==> config.mk <==
export PLATFORM = sky130hd
export DESIGN_NAME = text_cursor_key_editor_flat
export DESIGN_NICKNAME = d
export VERILOG_FILES = /design/src/rtl/tcke_pkg.sv /design/src/rtl/tcke_if.sv /design/src/rtl/tcke_cmd_fifo.sv /design/src/rtl/tcke_front.sv /design/src/rtl/tcke_back.sv /design/src/rtl/text_cursor_key_editor.sv /design/src/flat_wrapper.sv
export VERILOG_INCLUDE_DIRS = /design/src /design/src/rtl
export SDC_FILE = /design/constraint.sdc
export NUM_CORES = 1
export LEC_CHECK = 0
export BUFFER_PORTS_ARGS = -buffer_cell sky130_fd_sc_hd__buf_2
export CORE_MARGIN = 10
export CORE_UTILIZATION = 64
export CTS_BUF_LIST = sky130_fd_sc_hd__clkbuf_16
export CTS_CLUSTER_DIAMETER = 60
export DETAILED_ROUTE_END_ITERATION = 6
export PLACE_DENSITY_LB_ADDON = 0.08
export SYNTH_ARGS = -nofsm -noshare
export SYNTH_HDL_FRONTEND = slang
export SYNTH_SLANG_ARGS = --single-unit
==> constraint.sdc <==
create_clock -name i_clk -period 4.5 [get_ports i_clk]
set_input_delay 0.225 -clock i_clk [delete_from_list [all_inputs] [get_ports i_clk]]
set_output_delay 0.225 -clock i_clk [all_outputs]
set_load 0.05 [all_outputs]
==> src/rtl/text_cursor_key_editor_macros.svh <==
// ----------------------------------------------------------------------------
// text cursor key editor assertion macros
// concurrent assertion helpers clocked on i_clk, with and without reset gating
// ----------------------------------------------------------------------------
`ifndef TEXT_CURSOR_KEY_EDITOR_MACROS_SVH
`define TEXT_CURSOR_KEY_EDITOR_MACROS_SVH

`ifndef SYNTHESIS

// property checked only while out of reset
`define TCKE_ASSERT(lbl, prop) \
    lbl: assert property (@(posedge i_clk) disable iff (!i_rst_n) (prop)) \
        else $error("tcke assertion failed");

// property checked at every edge, reset included
`define TCKE_ASSERT_ALWAYS(lbl, prop) \
    lbl: assert property (@(posedge i_clk) (prop)) \
        else $error("tcke assertion failed");

`else

`define TCKE_ASSERT(lbl, prop)
`define TCKE_ASSERT_ALWAYS(lbl, prop)

`endif

`endif

==> src/rtl/tcke_pkg.sv <==
// ----------------------------------------------------------------------------
// tcke_pkg
// window geometry, key codes and shared types of the text cursor key editor
// ----------------------------------------------------------------------------
package tcke_pkg;

    // window geometry
    localparam int ROWS       = 16;
    localparam int COLS       = 63;
    localparam int TAB_SPACES = 4;
    localparam int MAX_RES    = 4;
    localparam int TAB_N      = (TAB_SPACES < MAX_RES) ? TAB_SPACES : MAX_RES;
    localparam int TAB_CNT_W  = $clog2(MAX_RES);

    // payload widths
    localparam int KEY_W  = 8;
    localparam int ROW_W  = 4;
    localparam int COL_W  = 6;
    localparam int CHAR_W = 7;

    localparam logic [ROW_W-1:0]     ROW_LAST = ROW_W'(ROWS - 1);
    localparam logic [COL_W-1:0]     COL_LAST = COL_W'(COLS - 1);
    localparam logic [TAB_CNT_W-1:0] TAB_LAST = TAB_CNT_W'(TAB_N - 1);

    // command queue between front and back
    localparam int QUEUE_DEPTH = 2;

    // key codes
    localparam logic [KEY_W-1:0] KEY_LEFT     = 8'd1;
    localparam logic [KEY_W-1:0] KEY_BOTTOM   = 8'd2;
    localparam logic [KEY_W-1:0] KEY_END      = 8'd5;
    localparam logic [KEY_W-1:0] KEY_TAB      = 8'd9;
    localparam logic [KEY_W-1:0] KEY_ENTER    = 8'd13;
    localparam logic [KEY_W-1:0] KEY_HOME     = 8'd17;
    localparam logic [KEY_W-1:0] KEY_BKSP     = 8'd18;
    localparam logic [KEY_W-1:0] KEY_RIGHT    = 8'd19;
    localparam logic [KEY_W-1:0] KEY_TOP      = 8'd20;
    localparam logic [KEY_W-1:0] KEY_UP       = 8'd23;
    localparam logic [KEY_W-1:0] KEY_DOWN     = 8'd26;
    localparam logic [KEY_W-1:0] KEY_PRINT_LO = 8'd32;
    localparam logic [KEY_W-1:0] KEY_PRINT_HI = 8'd127;

    localparam logic [CHAR_W-1:0] CHAR_SPACE = 7'd32;

    typedef enum logic [3:0] {
        OP_UP,
        OP_DOWN,
        OP_LEFT,
        OP_RIGHT,
        OP_HOME,
        OP_END,
        OP_TOP,
        OP_BOTTOM,
        OP_ENTER,
        OP_BKSP,
        OP_TAB,
        OP_CHAR
    } t_op;

    typedef struct packed {
        t_op               op;
        logic [CHAR_W-1:0] ch;
    } t_cmd;

    typedef struct packed {
        logic              write_valid;
        logic [ROW_W-1:0]  write_row;
        logic [COL_W-1:0]  write_col;
        logic [CHAR_W-1:0] write_char;
        logic [ROW_W-1:0]  cursor_row;
        logic [COL_W-1:0]  cursor_col;
        logic              last_result;
    } t_res;

endpackage

==> src/rtl/tcke_if.sv <==
// ----------------------------------------------------------------------------
// tcke_if
// valid/ready channels for key codes in and cell write results out
// ----------------------------------------------------------------------------
interface tcke_key_if import tcke_pkg::*; ();
    logic             valid;
    logic             ready;
    logic [KEY_W-1:0] key_code;

    modport source (output valid, output key_code, input ready);
    modport sink   (input valid, input key_code, output ready);
endinterface

interface tcke_res_if import tcke_pkg::*; ();
    logic              valid;
    logic              ready;
    logic              write_valid;
    logic [ROW_W-1:0]  write_row;
    logic [COL_W-1:0]  write_col;
    logic [CHAR_W-1:0] write_char;
    logic [ROW_W-1:0]  cursor_row;
    logic [COL_W-1:0]  cursor_col;
    logic              last_result;

    modport source (
        output valid, output write_valid, output write_row, output write_col,
        output write_char, output cursor_row, output cursor_col,
        output last_result, input ready
    );
    modport sink (
        input valid, input write_valid, input write_row, input write_col,
        input write_char, input cursor_row, input cursor_col,
        input last_result, output ready
    );
endinterface

==> src/rtl/tcke_cmd_fifo.sv <==
// ----------------------------------------------------------------------------
// tcke_cmd_fifo
// short flop queue of decoded commands between front and back
// ----------------------------------------------------------------------------
module tcke_cmd_fifo import tcke_pkg::*; (
    input  logic i_clk,
    input  logic i_rst_n,
    input  logic i_push,
    input  t_cmd i_push_cmd,
    output logic o_full,
    input  logic i_pop,
    output logic o_valid,
    output t_cmd o_head
);

    localparam int PTR_W = (QUEUE_DEPTH > 1) ? $clog2(QUEUE_DEPTH) : 1;
    localparam int CNT_W = $clog2(QUEUE_DEPTH + 1);
    localparam logic [PTR_W-1:0] PTR_LAST = PTR_W'(QUEUE_DEPTH - 1);
    localparam logic [CNT_W-1:0] CNT_FULL = CNT_W'(QUEUE_DEPTH);

    t_cmd             r_mem [QUEUE_DEPTH];
    logic [PTR_W-1:0] r_wr_ptr, n_wr_ptr;
    logic [PTR_W-1:0] r_rd_ptr, n_rd_ptr;
    logic [CNT_W-1:0] r_count, n_count;
    logic             do_push;
    logic             do_pop;

    assign o_full  = (r_count == CNT_FULL);
    assign o_valid = (r_count != '0);
    assign o_head  = r_mem[r_rd_ptr];
    assign do_push = i_push && !o_full;
    assign do_pop  = i_pop && o_valid;

    always_comb begin
        n_wr_ptr = r_wr_ptr;
        n_rd_ptr = r_rd_ptr;
        n_count  = r_count;
        if (do_push) begin
            n_wr_ptr = (r_wr_ptr == PTR_LAST) ? '0 : r_wr_ptr + 1'b1;
        end
        if (do_pop) begin
            n_rd_ptr = (r_rd_ptr == PTR_LAST) ? '0 : r_rd_ptr + 1'b1;
        end
        if (do_push && !do_pop) begin
            n_count = r_count + 1'b1;
        end else if (do_pop && !do_push) begin
            n_count = r_count - 1'b1;
        end
    end

    always_ff @(posedge i_clk) begin
        if (!i_rst_n) begin
            r_wr_ptr <= '0;
            r_rd_ptr <= '0;
            r_count  <= '0;
        end else begin
            r_wr_ptr <= n_wr_ptr;
            r_rd_ptr <= n_rd_ptr;
            r_count  <= n_count;
        end
    end

    always_ff @(posedge i_clk) begin
        if (do_push) begin
            r_mem[r_wr_ptr] <= i_push_cmd;
        end
    end

endmodule

==> src/rtl/tcke_front.sv <==
// ----------------------------------------------------------------------------
// tcke_front
// accepts key codes and decodes them into editor commands, dropping dead keys
// ----------------------------------------------------------------------------
module tcke_front import tcke_pkg::*; (
    tcke_key_if.sink i_key,
    input  logic     i_queue_full,
    output logic     o_push,
    output t_cmd     o_push_cmd
);

    logic is_cmd;

    assign i_key.ready = !i_queue_full;

    always_comb begin
        is_cmd        = 1'b1;
        o_push_cmd.ch = i_key.key_code[CHAR_W-1:0];
        o_push_cmd.op = OP_CHAR;
        case (i_key.key_code)
            KEY_UP:     o_push_cmd.op = OP_UP;
            KEY_DOWN:   o_push_cmd.op = OP_DOWN;
            KEY_LEFT:   o_push_cmd.op = OP_LEFT;
            KEY_RIGHT:  o_push_cmd.op = OP_RIGHT;
            KEY_HOME:   o_push_cmd.op = OP_HOME;
            KEY_END:    o_push_cmd.op = OP_END;
            KEY_TOP:    o_push_cmd.op = OP_TOP;
            KEY_BOTTOM: o_push_cmd.op = OP_BOTTOM;
            KEY_ENTER:  o_push_cmd.op = OP_ENTER;
            KEY_BKSP:   o_push_cmd.op = OP_BKSP;
            KEY_TAB:    o_push_cmd.op = OP_TAB;
            default: begin
                // printable range writes a cell, everything else is dropped
                is_cmd = i_key.key_code inside {[KEY_PRINT_LO:KEY_PRINT_HI]};
            end
        endcase
    end

    assign o_push = i_key.valid && i_key.ready && is_cmd;

endmodule

==> src/rtl/tcke_back.sv <==
// ----------------------------------------------------------------------------
// tcke_back
// executes queued commands on the cursor and registers one result per cycle unless the output stalls
// ----------------------------------------------------------------------------
`include "text_cursor_key_editor_macros.svh"

module tcke_back import tcke_pkg::*; (
    input  logic        i_clk,
    input  logic        i_rst_n,
    input  logic        i_cmd_valid,
    input  t_cmd        i_cmd,
    output logic        o_cmd_pop,
    tcke_res_if.source  o_res
);

    logic [ROW_W-1:0]     r_row, n_row;
    logic [COL_W-1:0]     r_col, n_col;
    logic [TAB_CNT_W-1:0] r_tab_cnt, n_tab_cnt;
    logic                 r_out_valid, n_out_valid;
    t_res                 r_out, n_res;

    logic                 fire;
    logic                 tab_done;
    logic [ROW_W-1:0]     adv_row;
    logic [COL_W-1:0]     adv_col;
    logic [COL_W-1:0]     left_col;

    assign fire     = i_cmd_valid && (!r_out_valid || o_res.ready);
    assign tab_done = (r_tab_cnt == TAB_LAST);

    // advance after a cell write: next column, wrap to next row, hold at last cell
    always_comb begin
        adv_row = r_row;
        adv_col = r_col;
        if (r_col < COL_LAST) begin
            adv_col = r_col + 1'b1;
        end else if (r_row < ROW_LAST) begin
            adv_col = '0;
            adv_row = r_row + 1'b1;
        end
    end

    assign left_col = (r_col != '0) ? r_col - 1'b1 : r_col;

    always_comb begin
        n_row             = r_row;
        n_col             = r_col;
        n_res.write_valid = 1'b0;
        n_res.write_row   = '0;
        n_res.write_col   = '0;
        n_res.write_char  = '0;
        n_res.last_result = 1'b1;
        case (i_cmd.op)
            OP_UP:     n_row = (r_row != '0) ? r_row - 1'b1 : r_row;
            OP_DOWN:   n_row = (r_row < ROW_LAST) ? r_row + 1'b1 : r_row;
            OP_LEFT:   n_col = left_col;
            OP_RIGHT:  n_col = (r_col < COL_LAST) ? r_col + 1'b1 : r_col;
            OP_HOME:   n_col = '0;
            OP_END:    n_col = COL_LAST;
            OP_TOP:    n_row = '0;
            OP_BOTTOM: n_row = ROW_LAST;
            OP_ENTER: begin
                n_col = '0;
                n_row = (r_row < ROW_LAST) ? r_row + 1'b1 : r_row;
            end
            OP_BKSP: begin
                // left, write, advance, left collapses to one step left
                n_col             = left_col;
                n_res.write_valid = 1'b1;
                n_res.write_row   = r_row;
                n_res.write_col   = left_col;
                n_res.write_char  = CHAR_SPACE;
            end
            OP_TAB: begin
                n_row             = adv_row;
                n_col             = adv_col;
                n_res.write_valid = 1'b1;
                n_res.write_row   = r_row;
                n_res.write_col   = r_col;
                n_res.write_char  = CHAR_SPACE;
                n_res.last_result = tab_done;
            end
            OP_CHAR: begin
                n_row             = adv_row;
                n_col             = adv_col;
                n_res.write_valid = 1'b1;
                n_res.write_row   = r_row;
                n_res.write_col   = r_col;
                n_res.write_char  = i_cmd.ch;
            end
            default: begin
                n_row = r_row;
                n_col = r_col;
            end
        endcase
        n_res.cursor_row = n_row;
        n_res.cursor_col = n_col;
    end

    // a tab stays at the queue head until its last space beat
    assign o_cmd_pop = fire && ((i_cmd.op != OP_TAB) || tab_done);

    always_comb begin
        n_tab_cnt = r_tab_cnt;
        if (fire && (i_cmd.op == OP_TAB)) begin
            n_tab_cnt = tab_done ? '0 : r_tab_cnt + 1'b1;
        end
    end

    always_comb begin
        n_out_valid = r_out_valid;
        if (fire) begin
            n_out_valid = 1'b1;
        end else if (o_res.ready) begin
            n_out_valid = 1'b0;
        end
    end

    always_ff @(posedge i_clk) begin
        if (!i_rst_n) begin
            r_row       <= '0;
            r_col       <= '0;
            r_tab_cnt   <= '0;
            r_out_valid <= 1'b0;
        end else begin
            if (fire) begin
                r_row <= n_row;
                r_col <= n_col;
            end
            r_tab_cnt   <= n_tab_cnt;
            r_out_valid <= n_out_valid;
        end
    end

    always_ff @(posedge i_clk) begin
        if (fire) begin
            r_out <= n_res;
        end
    end

    assign o_res.valid       = r_out_valid;
    assign o_res.write_valid = r_out.write_valid;
    assign o_res.write_row   = r_out.write_row;
    assign o_res.write_col   = r_out.write_col;
    assign o_res.write_char  = r_out.write_char;
    assign o_res.cursor_row  = r_out.cursor_row;
    assign o_res.cursor_col  = r_out.cursor_col;
    assign o_res.last_result = r_out.last_result;

    `TCKE_ASSERT(a_row_in_window, r_row <= ROW_LAST)
    `TCKE_ASSERT(a_col_in_window, r_col <= COL_LAST)
    `TCKE_ASSERT(a_tab_cnt_on_tab, (r_tab_cnt != '0) |-> (i_cmd_valid && (i_cmd.op == OP_TAB)))
    `TCKE_ASSERT(a_move_is_last, (r_out_valid && !r_out.write_valid) |-> r_out.last_result)
    `TCKE_ASSERT(a_write_printable, (r_out_valid && r_out.write_valid) |-> (r_out.write_char >= CHAR_SPACE))
    `TCKE_ASSERT_ALWAYS(a_reset_clears, !$past(i_rst_n) |-> (!r_out_valid && (r_tab_cnt == '0)))

endmodule

==> src/rtl/text_cursor_key_editor.sv <==
// ----------------------------------------------------------------------------
// text_cursor_key_editor
// keyboard driven cursor for a 16 x 63 text window emitting cell writes
// ----------------------------------------------------------------------------
// i_key carries one key code per beat; o_res carries cell writes and cursor
// moves, last_result marking the final beat caused by a key. Dead keys
// (unlisted control codes, 128..255) are accepted and give no beat.
// A key is taken whenever the two-entry command queue has room; the front
// decoder never waits on the output side.
// A key is written into the command queue, and its results into the output
// register. Throughput: one result beat per cycle from the back executor while
// the receiver is ready; a tab gives TAB_N space beats (4 here).
// Reset clears the cursor to row 0, column 0 and empties the queue and the
// output register. When the receiver stalls the output register holds its
// beat, the executor stops, the queue fills and then i_key.ready drops.
// ----------------------------------------------------------------------------
module text_cursor_key_editor import tcke_pkg::*; (
    input  logic       i_clk,
    input  logic       i_rst_n,
    tcke_key_if.sink   i_key,
    tcke_res_if.source o_res
);

    logic queue_full;
    logic push;
    t_cmd push_cmd;
    logic pop;
    logic head_valid;
    t_cmd head_cmd;

    tcke_front u_front (
        .i_key        (i_key),
        .i_queue_full (queue_full),
        .o_push       (push),
        .o_push_cmd   (push_cmd)
    );

    tcke_cmd_fifo u_queue (
        .i_clk      (i_clk),
        .i_rst_n    (i_rst_n),
        .i_push     (push),
        .i_push_cmd (push_cmd),
        .o_full     (queue_full),
        .i_pop      (pop),
        .o_valid    (head_valid),
        .o_head     (head_cmd)
    );

    tcke_back u_back (
        .i_clk       (i_clk),
        .i_rst_n     (i_rst_n),
        .i_cmd_valid (head_valid),
        .i_cmd       (head_cmd),
        .o_cmd_pop   (pop),
        .o_res       (o_res)
    );

endmodule

==> src/flat_wrapper.sv <==
// flat-port wrapper written by rule: the top's interface ports become plain ports
module text_cursor_key_editor_flat import tcke_pkg::*;
  (i_clk, i_rst_n, i_key_valid, i_key_key_code, i_key_ready, o_res_valid, o_res_write_valid, o_res_write_row, o_res_write_col, o_res_write_char, o_res_cursor_row, o_res_cursor_col, o_res_last_result, o_res_ready);
  tcke_key_if i_key_i ();
  tcke_res_if o_res_i ();
  input  logic i_clk;
  input  logic i_rst_n;
  input wire logic [$bits(i_key_i.valid)-1:0] i_key_valid;
  input wire logic [$bits(i_key_i.key_code)-1:0] i_key_key_code;
  output wire logic [$bits(i_key_i.ready)-1:0] i_key_ready;
  output wire logic [$bits(o_res_i.valid)-1:0] o_res_valid;
  output wire logic [$bits(o_res_i.write_valid)-1:0] o_res_write_valid;
  output wire logic [$bits(o_res_i.write_row)-1:0] o_res_write_row;
  output wire logic [$bits(o_res_i.write_col)-1:0] o_res_write_col;
  output wire logic [$bits(o_res_i.write_char)-1:0] o_res_write_char;
  output wire logic [$bits(o_res_i.cursor_row)-1:0] o_res_cursor_row;
  output wire logic [$bits(o_res_i.cursor_col)-1:0] o_res_cursor_col;
  output wire logic [$bits(o_res_i.last_result)-1:0] o_res_last_result;
  input wire logic [$bits(o_res_i.ready)-1:0] o_res_ready;
  assign i_key_i.valid = i_key_valid;
  assign i_key_i.key_code = i_key_key_code;
  assign i_key_ready = i_key_i.ready;
  assign o_res_valid = o_res_i.valid;
  assign o_res_write_valid = o_res_i.write_valid;
  assign o_res_write_row = o_res_i.write_row;
  assign o_res_write_col = o_res_i.write_col;
  assign o_res_write_char = o_res_i.write_char;
  assign o_res_cursor_row = o_res_i.cursor_row;
  assign o_res_cursor_col = o_res_i.cursor_col;
  assign o_res_last_result = o_res_i.last_result;
  assign o_res_i.ready = o_res_ready;
  text_cursor_key_editor u_core (.i_clk(i_clk), .i_rst_n(i_rst_n), .i_key(i_key_i), .o_res(o_res_i));
endmodule
* Word level (Yosys, flattened, before mapping)
Memories as Yosys holds them, arrays and structs flattened. A register that Yosys moved wholly into a read port is not among the register bits.
Cells that the tools add are included.
** Storage, ports and cells
- Logic and storage cells :: 103
- Input port bits :: 12
- Output and inout bits :: 31
- Register bits after elaboration :: 46
- Memories :: 1
- Bits in writable memories :: 22
** Cells by class
- Muxes and demuxes :: 23
- $add $sub $neg :: 9
- Reduce and logical (&&, ||, !) cells :: 27
- Eq/ne operators :: 25
- Order comparisons :: 4
** Memories
- u_core.u_queue.r_mem :: words 2, width 11, read ports 1, clocked after Yosys merged registers in 1, write ports 1, RTL line tcke_cmd_fifo.sv:21 : t_cmd r_mem [QUEUE_DEPTH];
** Operators with widths (number)
- one-hot mux 18 bit (3 select lines) :: 1
- == test 8 x 5 -> 1 bit, second input constant :: 6
- one-hot mux 4 bit (11 select lines) :: 1
- one-hot mux 6 bit (5 select lines) :: 1
- 2-to-1 mux 6 bit :: 4
- one-hot mux 4 bit (5 select lines) :: 1
- == test 4 x 3 -> 1 bit, second input constant :: 4
- == test 4 bit, second input constant :: 4
- == test 8 x 4 -> 1 bit, second input constant :: 2
- 2-to-1 mux 4 bit :: 3
- OR reduction 11 bit :: 1
- logical AND 1 bit :: 10
- 2-to-1 mux 1 bit :: 9
- == test 4 x 2 -> 1 bit, second input constant :: 2
- == test 8 x 1 -> 1 bit, second input constant :: 1
- == test 8 x 2 -> 1 bit, second input constant :: 1
- == test 8 x 3 -> 1 bit, second input constant :: 1
- greater-or-equal comparator 8 x 6 -> 1 bit, second input constant :: 1
- less-or-equal comparator 8 x 7 -> 1 bit, second input constant :: 1
- OR reduction 2 bit :: 4
- adder 6 x 1 -> 6 bit, second input constant :: 1
- less-than comparator 6 bit, second input constant :: 1
- 2-to-1 mux 2 bit :: 3
- nonzero test 2 bit :: 3
- 15 further kinds :: 22

* Longest topological paths before layout
Gate-level depths: netlist (run 1).
- Word-level depth :: 9
- Gate-level depth with buffers :: 10
- Mapped depth without buffers :: 9

* By module
From an unflattened synthesis (run 1), not the netlist that was laid out.
** Unflattened totals
- Cells, all modules :: 393
- Area total of the unflattened synthesis :: 4150.2 um^2
** Modules (own cells, without submodules)
- tcke_back :: instances 1, area an instance 2737.6 um^2, cells each 284
- tcke_cmd_fifo :: instances 1, area an instance 1026.0 um^2, cells each 59
- tcke_front :: instances 1, area an instance 386.6 um^2, cells each 50

* Worst setup path after synthesis (run 1)
Ideal clock, no wire load.
- Path type :: flip-flop to flip-flop
- From :: register u_core.u_back.r_out_valid (netlist: u_core.u_back.o_res.valid)
- To :: register u_core.u_queue.r_count[1]
- Arrival :: 2.913 ns
- Setup slack :: 1.517 ns
- Stages on the path, launching flop included :: 9
- Path buffers :: 1
- Path through :: dfxtp_1 -> nor2b_1 -> or2_1 -> clkbuf_1 -> clkinv_1 -> o31ai_2 -> ha_1 -> or3_1 -> a21oi_1
** Between the ends
- Longest elaborated chain between the ends :: 8
- Elaborated cells on any way between the ends :: 10
** RTL lines
- start, declared :: RTL line tcke_back.sv:19 : logic r_out_valid, n_out_valid;
- start signal, assigned :: RTL line tcke_back.sv:131 : r_out_valid <= n_out_valid;
- zero test 1 bit * :: RTL line tcke_back.sv:28 : assign fire = i_cmd_valid && (!r_out_valid || o_res.ready);
- logical OR 1 bit * :: RTL line tcke_back.sv:28
- logical AND 1 bit * :: RTL line tcke_back.sv:28
- net u_core.u_back.fire :: RTL line tcke_back.sv:22 : logic fire;
- logical AND 1 bit * :: RTL line tcke_back.sv:101 : assign o_cmd_pop = fire && ((i_cmd.op != OP_TAB) || tab_done);
- logical AND 1 bit * :: RTL line tcke_cmd_fifo.sv:32 : assign do_pop = i_pop && o_valid;
- zero test 1 bit :: RTL line tcke_cmd_fifo.sv:44 : if (do_push && !do_pop) begin
- logical AND 1 bit :: RTL line tcke_cmd_fifo.sv:44
- 2-to-1 mux 2 bit / nonzero test 2 bit (equally long branches)
- end signal, assigned :: RTL line tcke_cmd_fifo.sv:59 : r_count <= n_count;
- end, declared :: RTL line tcke_cmd_fifo.sv:24 : logic [CNT_W-1:0] r_count, n_count;
Mark *: on every way through the listed nets, which the timed path passes. The rest lies on a longest branch.
A chain may end at the register's enable or synchronous reset.

==> implementation parameters, run 1 <==
Parameter                              Value

STA
  Transition time at the pin with the least slew margin    1.16 ns
  Setup slack of the critical path after layout    1.72 ns
  Fin Clk Skew    0.0122 ns
  Maximum frequency from static timing analysis    360 MHz
  Final number of setup-violating endpoints    0
  Fin. Hold Viols    0
  Final Slew Violations    0
  Headroom to the max-slew limit    22.3%
  RSZ-0062 raised after global routing    false
  Total Negative Setup Slacks    0 ns
  Final worst path period need    2.78 ns
  Tcrit/Tclk final    61.8%

Power and ir drop
  Worst voltage drop across the vdd grid    0.464 mV
  Leakage power total    1.66 nW
  Power per standard cell area    726 mW/mm2

Logic synthesis
  Dominant cell by count in the synthesized netlist    sky130_fd_sc_hd__edfxtp_1
  Post-synthesis sequential area ratio    47.4%
  Share of synthesized registers carrying an async set or reset    0%
  EDFF count, synth    51
  Mapped cell area    0.00399 mm2
  Synth Area per Inst    10.4 um2
  Gate Count Post-Synth    383
  Most used flip-flop cell after synthesis    sky130_fd_sc_hd__edfxtp_1
  Area leader, netlist    sky130_fd_sc_hd__edfxtp_1
  Count of warnings emitted by yosys    0
  Cell variety after synth    77
  Most used standard cells in the synthesized netlist    sky130_fd_sc_hd__edfxtp_1, sky130_fd_sc_hd__nor2_1, sky130_fd_sc_hd__o21ai_0
  Largest cells by area after synthesis    sky130_fd_sc_hd__edfxtp_1, sky130_fd_sc_hd__dfxtp_1, sky130_fd_sc_hd__mux2i_1
  Share of the synthesized area in the top cell type    38.4%
  Register bit total from synthesis    69
  Number of nets produced by synthesis    402

Die
  Cell Rows    28
  Area of the die    0.00980 mm2
  Floorplan Core Area    0.00599 mm2
  Initial standard-cell utilization of the core    66.6%
  Die outline width    99.0 um
  Boundary Pins    43
  Overall die height    99.0 um

Setup path
  Required time reported for the critical path endpoint    4.76 ns
  Crit path DAT    3.04 ns
  Top cell family by delay on the critical path    flip-flops
  Slowest-stage cell, CP    sky130_fd_sc_hd__dfxtp_1
  Worst-path fanout max    31
  Endpoint class of the critical path    register
  Worst path max stage delay    1.09 ns
  Worst reg2reg setup slack    1.72 ns
  Nature of the critical path startpoint    register
  Cell-by-cell listing of the critical path    mux2_2, o31ai_2, ha_1, or3_1, a21oi_1
  WS Path Type    reg -> reg
  Sum of buffers and inverters on the critical path    0

Clock network
  Clock sink count    69
  Number of setup buffers added after CTS    0
  Number of gates resized after cts    0
  CTS buffer count    9
  Latest clock arrival within the worst-skew pair    0.34 ns
  Bufs on Longest Clock Path    2
  CTS hold repair buffers    0
  Clock tree from TritonCTS    built
  Maximum level of the CTS H-tree    3
  Clock root buffer    sky130_fd_sc_hd__clkbuf_16
  Clock-pin slew on the worst setup and hold paths    0.06 ns

Status
  Run status    complete, no violations

Routing
  Wire per inst    17.4 um
  Aggregate routed wire length    8630 um
  Routed Antenna Nets    0
  Initial DRC count    302
  Number of remaining DRC errors    0
  Number of vias after detailed routing    3124
  Vias per std cell    6.29
  Pre-Repair DR Iteration Count    5

Layout
  Fill cell count    393
  Count of antenna diodes in the layout    0
  Total Nets Final    436
  Combined area of the multi-input logic cells    0.00193 mm2
  Fraction of layout instances using a drive strength above 1    19.9%
  Layout overhead on the synthesized area    13.0%
  Sequential cell area    0.00189 mm2

Global routing
  Global-route met3 utilization    4.40%
  Overall overflow remaining after global route    0
  Antenna violations before repair    0
  Via count of the first global-routing pass    3051
  First-pass GRT wire length    14500 um
  Largest net degree at the start of global routing    37
  Routing usage on met2    29.0%
  Total Routing Usage GR    17.8%
  Busiest grt layer    met2
  Met1 Resource Use GR    21.9%

Place
  Post-placement setup slack    1.74 ns
  Quantity of I/O buffers inserted on ports    42
  Estimated wirelength of the detail-placed design    6130 um
  Final weighted congestion in routability-driven placement    0.942

Worst hold path
  Classification of the worst-slack hold path    in -> reg

Flow run
  Max-capacitance violation count    0
## registers in the layout, indices dropped and copies added, names as in the netlist, named ones only
name	count
u_core.u_queue.r_mem	22
u_core.u_back.o_res.write_char	7
u_core.u_back.o_res.cursor_col	6
u_core.u_back.o_res.write_col	6
u_core.u_back.r_col	6
u_core.u_back.o_res.cursor_row	4
u_core.u_back.o_res.write_row	4
u_core.u_back.r_row	4
u_core.u_back.r_tab_cnt	2
u_core.u_queue.r_count	2
u_core.u_back.o_res.last_result	1
u_core.u_back.o_res.valid	1
u_core.u_back.o_res.write_valid	1
u_core.u_queue.r_rd_ptr	1
u_core.u_queue.r_wr_ptr	1
## where the power goes
group | internal (mW) | switching (mW)
Combinational | 0.420 | 1.04
Sequential | 0.931 | 0.171
Clock | 0.435 | 0.280
Total | 1.79 | 1.49
## metal layers
metal	part of all wire, %	vias to the layer above	wire length, um
met2	48	129	4170
met3	6.7	21	576
met1	43	1460	3720
li1	-	1514	-
met5	0	-	0
met4	2.0	0	169
## layout by cell type (no fill, tap or decap), types with 6 or more instances in the layout
master / Yosys / routed
sky130_fd_sc_hd__a21oi_1: 15 / 15
sky130_fd_sc_hd__buf_2: 4 / 42
sky130_fd_sc_hd__clkbuf_16: 0 / 9
sky130_fd_sc_hd__dfxtp_1: 18 / 18
sky130_fd_sc_hd__edfxtp_1: 51 / 51
sky130_fd_sc_hd__ha_1: 7 / 7
sky130_fd_sc_hd__inv_1: 14 / 14
sky130_fd_sc_hd__mux2i_1: 17 / 17
sky130_fd_sc_hd__nand2_1: 19 / 19
sky130_fd_sc_hd__nand2b_1: 7 / 7
sky130_fd_sc_hd__nand3_1: 10 / 10
sky130_fd_sc_hd__nor2_1: 45 / 45
sky130_fd_sc_hd__nor3_1: 10 / 10
sky130_fd_sc_hd__nor4_1: 6 / 6
sky130_fd_sc_hd__o21ai_0: 23 / 23
sky130_fd_sc_hd__xor2_1: 11 / 11
## final timing paths
path,start,endpoint,cells after the start
worst min-delay path,i_key_key_code[6],u_core.u_queue.r_mem[1][6]$_DFFE_PP_,1
worst min register to register,u_core.u_back.r_tab_cnt[1]$_SDFFE_PN0P_,u_core.u_back.r_tab_cnt[1]$_SDFFE_PN0P_,2
worst max-delay path,register,u_core.u_queue.r_count[1]$_SDFFE_PN0P_,5
worst max register to register,register,u_core.u_queue.r_count[1]$_SDFFE_PN0P_,5
## per-stage QoR
step | hold WS (ns) | total power [mW] | utilization (%) | instances | area [um2]
after floorplan | 0.324 | 2.24 | - | 383 | 3990
after global placement | 0.482 | 2.51 | 70.2 | 481 | 4200
after detailed placement | 0.491 | 2.55 | 70.2 | 481 | 4200
after CTS | 0.142 | 3.27 | 75.3 | 497 | 4510
after global routing | 0.150 | 3.45 | 75.3 | 497 | 4510
final | 0.155 | 3.27 | 75.3 | 497 | 4510
## worst reg2reg max path: cells and delay by family (launching register included)
kind / cells / cell delay [ns]
flops: 1 / 1.09
mux: 1 / 0.49
compound gates: 2 / 0.46
simple gates: 1 / 0.35
fa+ha+maj: 1 / 0.32
## cell families (layout without fill, tap and decap cells)
kind of cell	after synthesis	after routing	share of synthesized area (%)
multiplexers	21	21	5.67
AO/OA/AOI/OAI	99	99	18.9
adder cells (fa/ha/maj)	7	7	2.19
XOR/XNOR	16	16	3.51
AND/OR/NAND/NOR	134	134	18.0
flip-flops	69	69	47.4
buffers and inverters	37	76	4.29
## area by class of cell
type,count,share of cell area (%)
flip-flops and latches,69,42.0
well taps,75,2.08
clock buffers,9,4.99
clock inverters,7,1.80
repair buffers,45,5.16
inverters,15,1.25
multi-input cells,277,42.8
(Power assumes the default switching activity.)
==> run 2, diff against run 1 <==
Settings changed: CORE_UTILIZATION 64 to 53.
Clock period 4.5 ns to 2.4 ns, I/O delays scaled along.
==> implementation parameters, run 2 (synthesis results as in run 1) <==
Parameter                              Value

Status
  Run status    complete, no violations (unchanged)

Power and ir drop
  Worst voltage drop across the vdd grid    0.505 mV (was 0.464 mV)
  Leakage power total    1.72 nW (was 1.66 nW)
  Power per standard cell area    1340 mW/mm2 (was 726 mW/mm2)

Setup path
  Worst reg2reg setup slack    0.21 ns (was 1.72 ns)
  Endpoint class of the critical path    register (unchanged)
  Nature of the critical path startpoint    register (unchanged)
  WS Path Type    reg -> reg (unchanged)
  Worst-path fanout max    8 (was 31)
  Crit path DAT    2.26 ns (was 3.04 ns)
  Required time reported for the critical path endpoint    2.47 ns (was 4.76 ns)
  Reg2reg end    u_core.u_back.o_res.cursor_row[3]$_DFFE_PP_ (was u_core.u_queue.r_count[1]$_SDFFE_PN0P_)
  Startpoint of the worst register-to-register path    u_core.u_back.r_col[1]$_SDFFE_PN0P_
  Number of cell instances on the worst register-to-register path    5 (unchanged)

STA
  Final Slew Violations    0 (unchanged)
  Maximum frequency from static timing analysis    456 MHz (was 360 MHz)
  Headroom to the max-slew limit    50.7% (was 22.3%)
  Transition time at the pin with the least slew margin    0.734 ns (was 1.16 ns)
  Tcrit/Tclk final    91.4% (was 61.8%)
  Final worst path period need    2.19 ns (was 2.78 ns)
  Fin. Hold Viols    0 (unchanged)
  Fin Clk Skew    0.00907 ns (was 0.0122 ns)
  Final number of setup-violating endpoints    0 (unchanged)
  RSZ-0062 raised after global routing    false (unchanged)

Place
  Final weighted congestion in routability-driven placement    0.929 (was 0.942)
  Area post-placement    0.00434 mm2 (was 0.00420 mm2)
  Quantity of I/O buffers inserted on ports    42 (unchanged)
  Estimated wirelength of the detail-placed design    6590 um (was 6130 um)

Die
  Cell Rows    31 (was 28)
  Overall die height    107 um (was 99.0 um)
  Initial standard-cell utilization of the core    54.7% (was 66.6%)
  Boundary Pins    43 (unchanged)
  Area of the die    0.0114 mm2 (was 0.00980 mm2)
  Floorplan Core Area    0.00729 mm2 (was 0.00599 mm2)
  Die outline width    107 um (was 99.0 um)

Routing
  Number of remaining DRC errors    0 (unchanged)
  Pre-Repair DR Iteration Count    5 (unchanged)
  Wire per inst    16.9 um (was 17.4 um)
  Aggregate routed wire length    9040 um (was 8630 um)
  Routed Antenna Nets    0 (unchanged)
  Initial DRC count    171 (was 302)
  Number of vias after detailed routing    3116 (was 3124)
  Vias per std cell    5.84 (was 6.29)

Clock network
  Bufs on Longest Clock Path    2 (unchanged)
  Clock sink count    69 (unchanged)
  Clock tree from TritonCTS    built (unchanged)
  CTS buffer count    9 (unchanged)
  Number of setup buffers added after CTS    0 (unchanged)
  Clock root buffer    sky130_fd_sc_hd__clkbuf_16 (unchanged)
  Clock-pin slew on the worst setup and hold paths    0.06 ns (about the same)
  Maximum level of the CTS H-tree    3 (unchanged)
  Latest clock arrival within the worst-skew pair    0.34 ns (about the same)

Layout
  Final standard cell area without fillers    0.00464 mm2 (was 0.00451 mm2)
  Total Nets Final    449 (was 436)
  Fraction of layout instances using a drive strength above 1    23.0% (was 19.9%)
  Layout overhead on the synthesized area    16.2% (was 13.0%)
  Commonest non-fill, non-tap cell in the layout    sky130_fd_sc_hd__edfxtp_1 (unchanged)
  Max FFs per register    22 (unchanged)
  Count of antenna diodes in the layout    0 (unchanged)
  Most flops, register    u_core.u_queue.r_mem (unchanged)
  Final core utilization    63.6% (was 75.3%)
  Highest-count cells in the layout ignoring fill and taps    sky130_fd_sc_hd__edfxtp_1, sky130_fd_sc_hd__nor2_1, sky130_fd_sc_hd__buf_2, sky130_fd_sc_hd__o21ai_0, sky130_fd_sc_hd__nand2_1 (unchanged)

Global routing
  Largest net degree at the start of global routing    37 (unchanged)
  Via count of the first global-routing pass    3056 (was 3051)
  Overall overflow remaining after global route    0 (unchanged)
  Antenna violations before repair    0 (unchanged)
  First-pass GRT wire length    15200 um (was 14500 um)
  Total Routing Usage GR    16.4% (was 17.8%)

Worst hold path
  Classification of the worst-slack hold path    in -> reg (unchanged)
  Hold Path End    u_core.u_queue.r_mem[0][6]$_DFFE_PP_ (was u_core.u_queue.r_mem[1][6]$_DFFE_PP_)
  Hold-critical path depth    1 (unchanged)
  Critical hold path startpoint    i_key_key_code[6] (unchanged)

Flow run
  Max-capacitance violation count    0 (unchanged)
-- run 2: worst max-delay path by stage --
stage                                                      start                                           to  slack [ns]  cells after the start
after global placement       u_core.u_back.r_col[1]$_SDFFE_PN0P_  u_core.u_back.o_res.cursor_row[3]$_DFFE_PP_        0.21                      5
final                        u_core.u_back.r_col[1]$_SDFFE_PN0P_  u_core.u_back.o_res.cursor_row[3]$_DFFE_PP_        0.21                      5
after floorplan           u_core.u_queue.r_count[0]$_SDFFE_PN0P_         u_core.u_queue.r_mem[0][0]$_DFFE_PP_       -0.03                      3
after CTS                    u_core.u_back.r_col[1]$_SDFFE_PN0P_  u_core.u_back.o_res.cursor_row[3]$_DFFE_PP_        0.20                      5
after detailed placement     u_core.u_back.r_col[1]$_SDFFE_PN0P_  u_core.u_back.o_res.cursor_row[3]$_DFFE_PP_        0.22                      5
after global routing         u_core.u_back.r_col[1]$_SDFFE_PN0P_  u_core.u_back.o_res.cursor_row[3]$_DFFE_PP_        0.01                      5
-- run 2: layer usage --
metal	GRT usage (%)	vias to the layer above	part of all wire, %
met1	19.5	1470	43
met5	0	-	0
li1	-	1543	-
met4	7.06	0	2.1
met3	4.01	13	5.0
met2	27.7	90	50
-- run 2: through the flow --
step	TNS [ns]	std cells	worst slack [ns]	hold WS [ns]	total power, mW
floorplan	-0.755	383	-0.0343	0.219	4.21
global placement	0	518	0.207	0.381	4.86
detailed placement	0	518	0.216	0.390	4.90
CTS	0	534	0.198	0.0413	6.24
global route	0	534	0.0104	0.0443	6.55
finish	0	534	0.205	0.0460	6.21
-- run 2: final cells by class --
type / count / area [um2]
Clock buffer: 9 / 225
Clock inverter: 7 / 75.1
Fill cell: 629 / 2650
Inverter: 15 / 61.3
Multi-Input combinational cell: 277 / 1930
Sequential cell: 69 / 1890
Tap cell: 99 / 124
Timing Repair Buffer: 58 / 330
-- run 2: power by group --
part	leakage (nW)	internal [mW]	switching (mW)
logic	0.965	0.868	2.06
registers	0.622	1.75	0.204
clock network	0.138	0.807	0.526
total	1.72	3.42	2.79
-- run 2: worst max-delay path, stage by stage (launching register included) --
cell and delay, ns:
sky130_fd_sc_hd__dfxtp_1 0.50, sky130_fd_sc_hd__and4_2 0.38, sky130_fd_sc_hd__and2_1 0.27, sky130_fd_sc_hd__mux2_2 0.36, sky130_fd_sc_hd__a211oi_1 0.28, sky130_fd_sc_hd__o21ai_0 0.14
-- run 2: timing repair --
| item | 4_1_cts | 5_1_grt |
|---|---|---|
| gates resized for setup | 0 | 1 |
| endpoints found under the setup margin | 0 | 1 |
| hold buffers | 0 | 0 |
